--- src/rtl/sh2dl_pkg.sv ---
// types, constants and shared arithmetic for the order-2 sh light accumulator
package sh2dl_pkg;

    localparam int NUM_COEF = 9;
    localparam int IDX_W    = 4;
    localparam int DIR_W    = 16;
    localparam int COL_W    = 16;
    localparam int P_W      = 32;
    localparam int M_W      = 34;
    localparam int K_W      = 17;
    localparam int BP_W     = M_W + K_W;
    localparam int B_W      = 36;
    localparam int CP_W     = COL_W + 1 + B_W;
    localparam int R_W      = CP_W - 24;
    localparam int OUT_W    = 32;
    localparam int IN_DATA_W  = 96;
    localparam int OUT_DATA_W = 104;

    typedef logic [IDX_W-1:0] coef_idx_t;

    localparam coef_idx_t IDX_DC   = 4'd0;
    localparam coef_idx_t IDX_Y    = 4'd1;
    localparam coef_idx_t IDX_Z    = 4'd2;
    localparam coef_idx_t IDX_X    = 4'd3;
    localparam coef_idx_t IDX_XY   = 4'd4;
    localparam coef_idx_t IDX_ZY   = 4'd5;
    localparam coef_idx_t IDX_ZZ   = 4'd6;
    localparam coef_idx_t IDX_XZ   = 4'd7;
    localparam coef_idx_t IDX_XXYY = 4'd8;
    localparam coef_idx_t IDX_LAST = IDX_XXYY;

    // basis constants, unsigned q2.14
    localparam logic [15:0] K_C0 = 16'd13666;
    localparam logic [15:0] K_C1 = 16'd23670;
    localparam logic [15:0] K_C2 = 16'd52928;
    localparam logic [15:0] K_C3 = 16'd15279;
    localparam logic [15:0] K_C4 = 16'd26464;

    localparam logic signed [B_W-1:0]  BASIS_DC  = 36'sd223903744;
    localparam logic signed [M_W-1:0]  ONE_Q28   = 34'sd268435456;
    localparam logic signed [BP_W-1:0] RND_B     = 51'sd8192;
    localparam logic signed [CP_W-1:0] RND_C     = 53'sd8388608;

    typedef enum logic
    {
        ST_IDLE,
        ST_RUN
    } sh2dl_state_t;

    typedef struct packed
    {
        logic      load;
        logic      issue;
        coef_idx_t index;
    } sh2dl_cmd_t;

    typedef struct packed
    {
        logic adv;
    } sh2dl_sts_t;

    // color times basis, rounded half up from q.40 to q.16
    function automatic logic signed [R_W-1:0] scale_col
    (
        input logic [COL_W-1:0]       col,
        input logic signed [B_W-1:0]  basis
    );
        logic signed [CP_W-1:0] p;
        p = $signed({1'b0, col}) * basis;
        p = p + RND_C;
        return p[CP_W-1:24];
    endfunction

endpackage

--- src/rtl/sh2dl_ctrl.sv ---
// controller: accepts lights and issues the nine coefficient indexes
module sh2dl_ctrl
(
    input  logic                    clk,
    input  logic                    rst_n,
    input  logic                    s_tvalid,
    output logic                    s_tready,
    input  sh2dl_pkg::sh2dl_sts_t   sts,
    output sh2dl_pkg::sh2dl_cmd_t   cmd
);

    sh2dl_pkg::sh2dl_state_t state_reg;
    sh2dl_pkg::sh2dl_state_t state_next;
    sh2dl_pkg::coef_idx_t    k_reg;
    sh2dl_pkg::coef_idx_t    k_next;

    always_ff @(posedge clk or negedge rst_n)
    begin
        if (!rst_n)
        begin
            state_reg <= sh2dl_pkg::ST_IDLE;
            k_reg     <= sh2dl_pkg::IDX_DC;
        end
        else
        begin
            state_reg <= state_next;
            k_reg     <= k_next;
        end
    end

    always_comb
    begin
        state_next = state_reg;
        k_next     = k_reg;
        case (state_reg)
            sh2dl_pkg::ST_IDLE:
            begin
                if (s_tvalid)
                begin
                    state_next = sh2dl_pkg::ST_RUN;
                    k_next     = sh2dl_pkg::IDX_DC;
                end
            end
            sh2dl_pkg::ST_RUN:
            begin
                if (sts.adv)
                begin
                    if (k_reg == sh2dl_pkg::IDX_LAST)
                    begin
                        k_next     = sh2dl_pkg::IDX_DC;
                        state_next = s_tvalid ? sh2dl_pkg::ST_RUN : sh2dl_pkg::ST_IDLE;
                    end
                    else
                    begin
                        k_next = k_reg + 4'd1;
                    end
                end
            end
            default:
            begin
                state_next = sh2dl_pkg::ST_IDLE;
                k_next     = sh2dl_pkg::IDX_DC;
            end
        endcase
    end

    always_comb
    begin
        s_tready  = 1'b0;
        cmd.load  = 1'b0;
        cmd.issue = 1'b0;
        cmd.index = k_reg;
        case (state_reg)
            sh2dl_pkg::ST_IDLE:
            begin
                s_tready = 1'b1;
                cmd.load = s_tvalid;
            end
            sh2dl_pkg::ST_RUN:
            begin
                cmd.issue = 1'b1;
                s_tready  = sts.adv && (k_reg == sh2dl_pkg::IDX_LAST);
                cmd.load  = s_tready && s_tvalid;
            end
            default:
            begin
                s_tready = 1'b0;
            end
        endcase
    end

endmodule

--- config.mk ---
export PLATFORM = sky130hd
export DESIGN_NAME = sh2dl_ctrl
export DESIGN_NICKNAME = d
export VERILOG_FILES = /design/src/rtl/sh2dl_pkg.sv /design/src/rtl/sh2dl_ctrl.sv
export SDC_FILE = /design/constraint.sdc
export NUM_CORES = 1
export LEC_CHECK = 0
export BUFFER_PORTS_ARGS = -buffer_cell sky130_fd_sc_hd__buf_2
export CELL_PAD_IN_SITES_DETAIL_PLACEMENT = 1
export CELL_PAD_IN_SITES_GLOBAL_PLACEMENT = 1
export CORE_AREA = 2 2 39 41
export DETAILED_ROUTE_END_ITERATION = 12
export DIE_AREA = 0 0 41 43
export GPL_ROUTABILITY_DRIVEN = 0
export PLACE_DENSITY = 0.62
export SLEW_MARGIN = 40
export SYNTH_ARGS = -nofsm -noshare
export SYNTH_HDL_FRONTEND = slang
export SYNTH_SLANG_ARGS = --single-unit
export TNS_END_PERCENT = 5
--- constraint.sdc ---
create_clock -name clk -period 2.75 [get_ports clk]
set_clock_uncertainty 0.2 [all_clocks]
set_input_delay 0.275 -clock clk [delete_from_list [all_inputs] [get_ports clk]]
set_output_delay 0.275 -clock clk [all_outputs]
set_load 0.005 [all_outputs]
# Word-level counts from Yosys, hierarchy flattened
# Index checks and enable logic that the tools add are counted.
[totals]
reg_bits = 5
inputBits = 4
output_inout_bits = 7
wordCells = 21
[op_classes]
addsub = 1
n_eq_ne = 3
muxes = 11
bitwise = 1
n_reduce_logical = 3
[op_table]
columns = ["cell", "count"]
rows = [
  ["two-way mux 4 bit", 3],
  ["case mux 4 bit (2 select lines)", 1],
  ["case mux 1 bit (2 select lines)", 3],
  ["adder 4 x 1 -> 4 bit, second input constant", 1],
  ["equality test 4 bit, second input constant", 1],
  ["two-way mux 1 bit", 4],
  ["!= test 2 bit, second input constant", 2],
  ["logical AND 1 bit", 2],
  ["AND reduction 2 bit", 1],
  ["inverter 1 bit", 1],
]

# Depth between registers and ports, before layout
# Gate-level depths: netlist of run 1.
[logic_depth]
depth_word = 4
mapped_depth = 5
mapped_depth_nobuf = 5

# Worst setup path before layout of run 1
# OpenSTA, ideal clock, no wires.
[synth_path]
path_kind = "reg2out"
from = "register k_reg[0]"
to = "output cmd[5] (netlist name)"
arrival_ps = 1081
t_required_ps = 2275
setup_slack_ps = 1194
stages_incl_launch_ff = 6
path_buffers = 0
cell_sequence = "dfrtp_1 -> inv_1 -> ha_1 -> nand3b_4 -> o21ai_2 -> and2_1"
[synth_lines]
columns = ["element", "line", "rtl"]
rows = [
  ["start: declaration", "sh2dl_ctrl.sv:14", "sh2dl_pkg::coef_idx_t k_reg;"],
  ["start signal: assignment", "sh2dl_ctrl.sv:22", "k_reg <= sh2dl_pkg::IDX_DC;"],
  ["start signal: assignment", "sh2dl_ctrl.sv:27", "k_reg <= k_next;"],
  ["end: declaration", "sh2dl_ctrl.sv:9", "output sh2dl_pkg::sh2dl_cmd_t cmd"],
]

==> impl_metrics.yaml, run 1 <==
synthesis:
  synth_fa_ha_area_share_pct: 7.84
  netlist-cell-type-count: 20
  synth_seq_area_share_pct: 39.2
  synth_top_area_share_pct: 39.2
  synth_top_family_by_area: "compound AO/OA/AOI/OAI gates"
  synthMuxAreaShare_pct: 4.31
  syn_nets: 37
  avgSynthCellArea_sq_um: 10.3
  synth_area_leaders: "dfrtp_1 (39%), ha_1 (7.8%), nand3b_4 (6.3%)"
  synth-warning-count: 0
  syn_area_sq_um: 319
  synth_compound_area_share_pct: 19.6
  synthSimpleGateAreaFrac_pct: 18.4
  synth-seq-cells: 5
  synth_xor_area_share_pct: 0
  yosysTopAreaCell: "dfrtp_1"
  netlist_instances: 31
clock_tree:
  cts.clk_slew.worst_paths_ns: 0.04
  clock_latency_ns: 0.24
  htreeDepth: 1
  post_cts_resized: 0
  cts.sinks: 5
  clk_path_buf_depth: 2
  numCtsBuffers: 3
  root_buffer: "clkbuf_4"
  cts_tree: "done"
setup_path:
  cp-end-kind: "primary output"
  worstSetupStartpoint: "k_reg[0]"
  critPathArrivalTime_ns: 1.46
  required_ns: 2.28
  worstReg2RegStart: "k_reg[0]"
  path_max_fanout: 6
  crit_type: "register to primary output"
  start_kind: "register"
global_routing:
  gr-usage-all-layers_pct: 10.0
  grt_pass1_vias: 262
  grt-ovfl-total: 0
  grt_pass1_wl_microns: 1180
  antenna_found_initial: 0
  grt_max_degree: 10
die:
  initial_core_util_pct: 23.1
  rows: 14
  fp.dieW_microns: 41
  fp.coreArea_sq_um: 1380
  die_area_sq_um: 1760
  io-pin-count: 11
  die_y_microns: 43
flow_run:
  max_cap_viol_count: 0
placement:
  dpl.hpwl_microns: 530
  numPortBuffers: 10
timing:
  tns_ns: 0
  slew_headroom_pct: 77.9
  fin_crit_sh_pct: 70.4
  worstMarginPinSlew_ns: 0.331
  rsz0062_at_grt: "no"
  report.final.slew_viol_count: 0
  layout_min_cycle_time_ns: 1.93
  fmax_ghz: 0.517
  finalHoldViolations: 0
  setup_viol_count_final: 0
  whs_ns: 0.0973
final_layout:
  register_area_sq_um: 125
  multiInputGateArea_sq_um: 160
  layout_commonest_cell: "buf_2"
  areaGrowthSynthToFinish_pct: 27.5
  drive_gt1_share_pct: 36.4
  antenna_cells: 0
  layout.nets: 51
  fillers: 170
  final_cell_mix: "buf_2 (10), dfrtp_1 (5), inv_1 (4), clkbuf_4 (3)"
  largest_register_ffs: 4
worst_hold_path:
  hold_path_startpoint: "s_tvalid"
  hp-class: "primary input to register"
pwr:
  ir_drop_v: 0.000250
  power_density_nw_per_um2: 1010
  fin_total_pwr_mw: 0.410
  power_leakage_nw: 0.207
route:
  totalWireLength_microns: 664
  vias: 267
  drtAntennaViolNets: 0
  dr.first_iter.drc_count: 3
  wl_per_cell_microns: 11.1
  drt-pass1-iter-count: 2
  vias_per_cell: 4.45
  drc: 0
outcome:
  status: "completed"
[per-layer routing]
| metal | vias up | track usage [%] | wire length [microns] |
|---|---|---|---|
| li1 | 133 | - | - |
| met1 | 122 | 14.1 | 314 |
| met2 | 12 | 12.8 | 302 |
| met3 | 0 | 4.71 | 48 |
| met4 | 0 | 4.00 | 0 |
| met5 | - | 0 | 0 |
[where the power goes]
part | internal [mW] | switching (mW) | total, mW
Sequential | 0.106 | 0.0533 | 0.159
Clock | 0.0546 | 0.0269 | 0.0815
Combinational | 0.0938 | 0.0753 | 0.169
Total | 0.254 | 0.156 | 0.410
[worst max-delay path: stages (launching register included)]
cell and delay [ns]:
dfrtp_1 0.43, inv_1 0.08, ha_1 0.21, nand3b_4 0.11, o21ai_2 0.15, and2_1 0.14, buf_2 0.10
[synth_stat cells]
cell type	instances
a21boi_0	1
a22o_1	1
a32o_1	1
and2_1	1
buf_4	1
buf_6	1
dfrtp_1	5
ha_1	2
inv_1	4
mux2i_2	1
nand2_1	2
nand2b_1	1
nand3_1	1
nand3b_4	1
nand4_1	1
nor2_1	2
o2111ai_1	1
o21ai_0	2
o21ai_2	1
o311ai_1	1
[logic make-up after synthesis]
logic type,Yosys count
buffers and inverters,6
multiplexers,1
adder cells (fa/ha/maj),2
flip-flops,5
AO/OA/AOI/OAI,8
AND/OR/NAND/NOR,9
[worst paths after layout]
path                             end  slack (ns)  cells after the start
setup / recovery              cmd[5]        0.82                      6
min in group asynchronous   k_reg[0]        0.19                      2
hold / removal             state_reg         0.1                      2
setup reg to reg            k_reg[3]        1.35                      5
hold reg to reg             k_reg[2]        0.38                      1
max in group asynchronous  state_reg        2.04                      2
[through the flow]
step / std cells / area, sq um / util (%) / setup WS [ns]
2_1_floorplan: 31 / 319 / - / 1.19
4_1_cts: 60 / 407 / 29.4 / 0.785
3_3_place_gp: 55 / 370 / 26.8 / 1.08
3_5_place_dp: 55 / 370 / 26.8 / 1.05
5_1_grt: 60 / 407 / 29.4 / 0.681
6_report: 60 / 407 / 29.4 / 0.815
[cell type report]
| type | count | area share [%] |
|---|---|---|
| Clock buffer | 4 | 6.46 |
| Multi-Input combinational cell | 20 | 39.4 |
| Timing Repair Buffer | 11 | 14.8 |
| Tap cell | 16 | 4.92 |
| Sequential cell | 5 | 30.8 |
| Inverter | 4 | 3.69 |
[what timing repair did]
item,CTS,global route
hold buffers,1,0
hold endpoints to repair,5,0
buffers inserted,0,0
Note: power is estimated with default switching activity, not from simulation.
==> inputs of run 2 (changes only) <==
--- a/config.mk
+++ b/config.mk
@@ -12,7 +12,7 @@
 export DETAILED_ROUTE_END_ITERATION = 12
 export DIE_AREA = 0 0 41 43
 export GPL_ROUTABILITY_DRIVEN = 0
-export PLACE_DENSITY = 0.62
+export PLACE_DENSITY = 0.64
 export SLEW_MARGIN = 40
 export SYNTH_ARGS = -nofsm -noshare
 export SYNTH_HDL_FRONTEND = slang
==> constraint.sdc (replaced) <==
create_clock -name clk -period 1.7 [get_ports clk]
set_clock_uncertainty 0.2 [all_clocks]
set_input_delay 0.17 -clock clk [delete_from_list [all_inputs] [get_ports clk]]
set_output_delay 0.17 -clock clk [all_outputs]
set_load 0.005 [all_outputs]
==> impl_metrics.yaml, run 2 (synthesized netlist as in run 1, its figures left out) <==
outcome:
  status: "finished with violations"
  violations: "setup timing"
clock_tree:
  postCtsSetupRepairBufs: 0
  numCtsBuffers: 3
  root_buffer: "clkbuf_4"
  clock_latency_ns: 0.25
  cts.sinks: 5
  cts.clk_slew.worst_paths_ns: 0.05
  htreeDepth: 1
  clk_path_buf_depth: 2
  cts_tree: "done"
setup_path:
  cp_num_buf_inv: 2
  cp-end-kind: "primary output"
  cp_slowest_stage_delay_ns: 0.37
  reg2reg_slack_ns: 0.35
  critPathArrivalTime_ns: 1.35
  path_max_fanout: 3
  crit_type: "register to primary output"
  crit_slowest_cell: "dfrtp_1"
  required_ns: 1.33
  critPathTopFamily: "flip-flops"
  crit_chain: "inv_1 -> ha_2 -> nand3b_4 -> o21ai_4 -> and2_1 -> buf_2"
  start_kind: "register"
die:
  fp.coreArea_sq_um: 1380
  rows: 14
  die_y_microns: 43
  fp.dieW_microns: 41
  io-pin-count: 11
  die_area_sq_um: 1760
  initial_core_util_pct: 23.1
final_layout:
  drive_gt1_share_pct: 40.4
  final_cell_mix: "buf_2 (10), dfrtp_1 (5), inv_1 (4), clkbuf_4 (3)"
  final_util_pct: 31.9
  layout_commonest_cell: "buf_2"
  antenna_cells: 0
  layout.nets: 54
  largest_register_ffs: 4
  areaGrowthSynthToFinish_pct: 38.4
route:
  vias_per_cell: 4.54
  drt-pass1-iter-count: 2
  vias: 286
  totalWireLength_microns: 746
  drtAntennaViolNets: 0
  drc: 0
  dr.first_iter.drc_count: 3
  wl_per_cell_microns: 11.8
timing:
  fin_crit_sh_pct: 101
  report.final.slew_viol_count: 0
  tns_ns: -0.0237
  worstMarginPinSlew_ns: 0.347
  finalHoldViolations: 0
  rsz0062_at_grt: "yes"
  setup_viol_count_final: 1
  slew_headroom_pct: 76.9
  fmax_ghz: 0.580
  layout_min_cycle_time_ns: 1.72
  fin_ws_ns: -0.0237
global_routing:
  grt-ovfl-total: 0
  grt_pass1_vias: 269
  gr-usage-all-layers_pct: 11.6
  grt_max_degree: 10
  antenna_found_initial: 0
  grt_pass1_wl_microns: 1250
flow_run:
  max_cap_viol_count: 0
pwr:
  power_leakage_nw: 0.221
  ir_drop_v: 0.000395
  power_density_nw_per_um2: 1660
placement:
  numPortBuffers: 10
  dpl.hpwl_microns: 562
worst_hold_path:
  hp-class: "primary input to register"
[run 2: changes by cell type in the layout (fill, tap and decap cells not counted), sizes merged]
| cell | previous run | this run |
|---|---|---|
| buf | 10 | 12 |
| dlygate4sd3 | 1 | 2 |
[run 2: where the power goes]
group / switching [mW] / internal, mW / total, mW
Sequential: 0.0631 / 0.171 / 0.234
Clock: 0.0521 / 0.0890 / 0.141
Combinational: 0.162 / 0.194 / 0.356
[run 2: worst reg2reg max path, stage by stage (launching register included)]
cell and delay (ns):
dfrtp_1 0.54, mux2i_2 0.32, nand2_1 0.10, o311ai_1 0.09
[run 2: area by class of cell]
cell class,instances,area (sq um)
Clock buffer,4,26.3
Fill cell,165,942
Inverter,4,15.0
Multi-Input combinational cell,20,170
Sequential cell,5,125
Tap cell,16,20.0
Timing Repair Buffer,14,85.1
[run 2: metal layers]
layer	global-route usage (%)	part of all wire (%)	vias up
li1	-	-	139
met1	13.9	46	130
met2	14.1	43	13
met3	3.14	5.6	4
met4	14.0	5.4	0
met5	0	0	-
[run 2: path summary, 6_finish.rpt]
path / cells after the start / to / startpoint
setup / recovery: 6 / cmd[5] / k_reg[1]
hold / removal: 3 / k_reg[2] / sts
setup reg to reg: 3 / k_reg[3] / state_reg
hold reg to reg: 1 / k_reg[2] / k_reg[2]
max in group asynchronous: 2 / k_reg[0] / rst_n
min in group asynchronous: 2 / k_reg[3] / rst_n
[run 2: stage by stage]
step	power, mW	instances	worst slack (ns)	cell area, sq um	hold WS [ns]
after CTS	0.749	63	-0.0440	442	0.0503
after detailed placement	0.577	57	0.210	385	-0.201
final	0.732	63	-0.0237	442	0.0566
after floorplan	0.440	31	0.249	319	-0.326
after global routing	0.805	63	-0.121	442	0.0812
after global placement	0.574	57	0.230	385	-0.202
[run 2: what timing repair did]
action	in CTS	in global routing
resized for setup	2	0
hold buffers	2	0
endpoints found under the setup margin	1	1
hold endpoints to repair	6	0
pin swaps	1	0
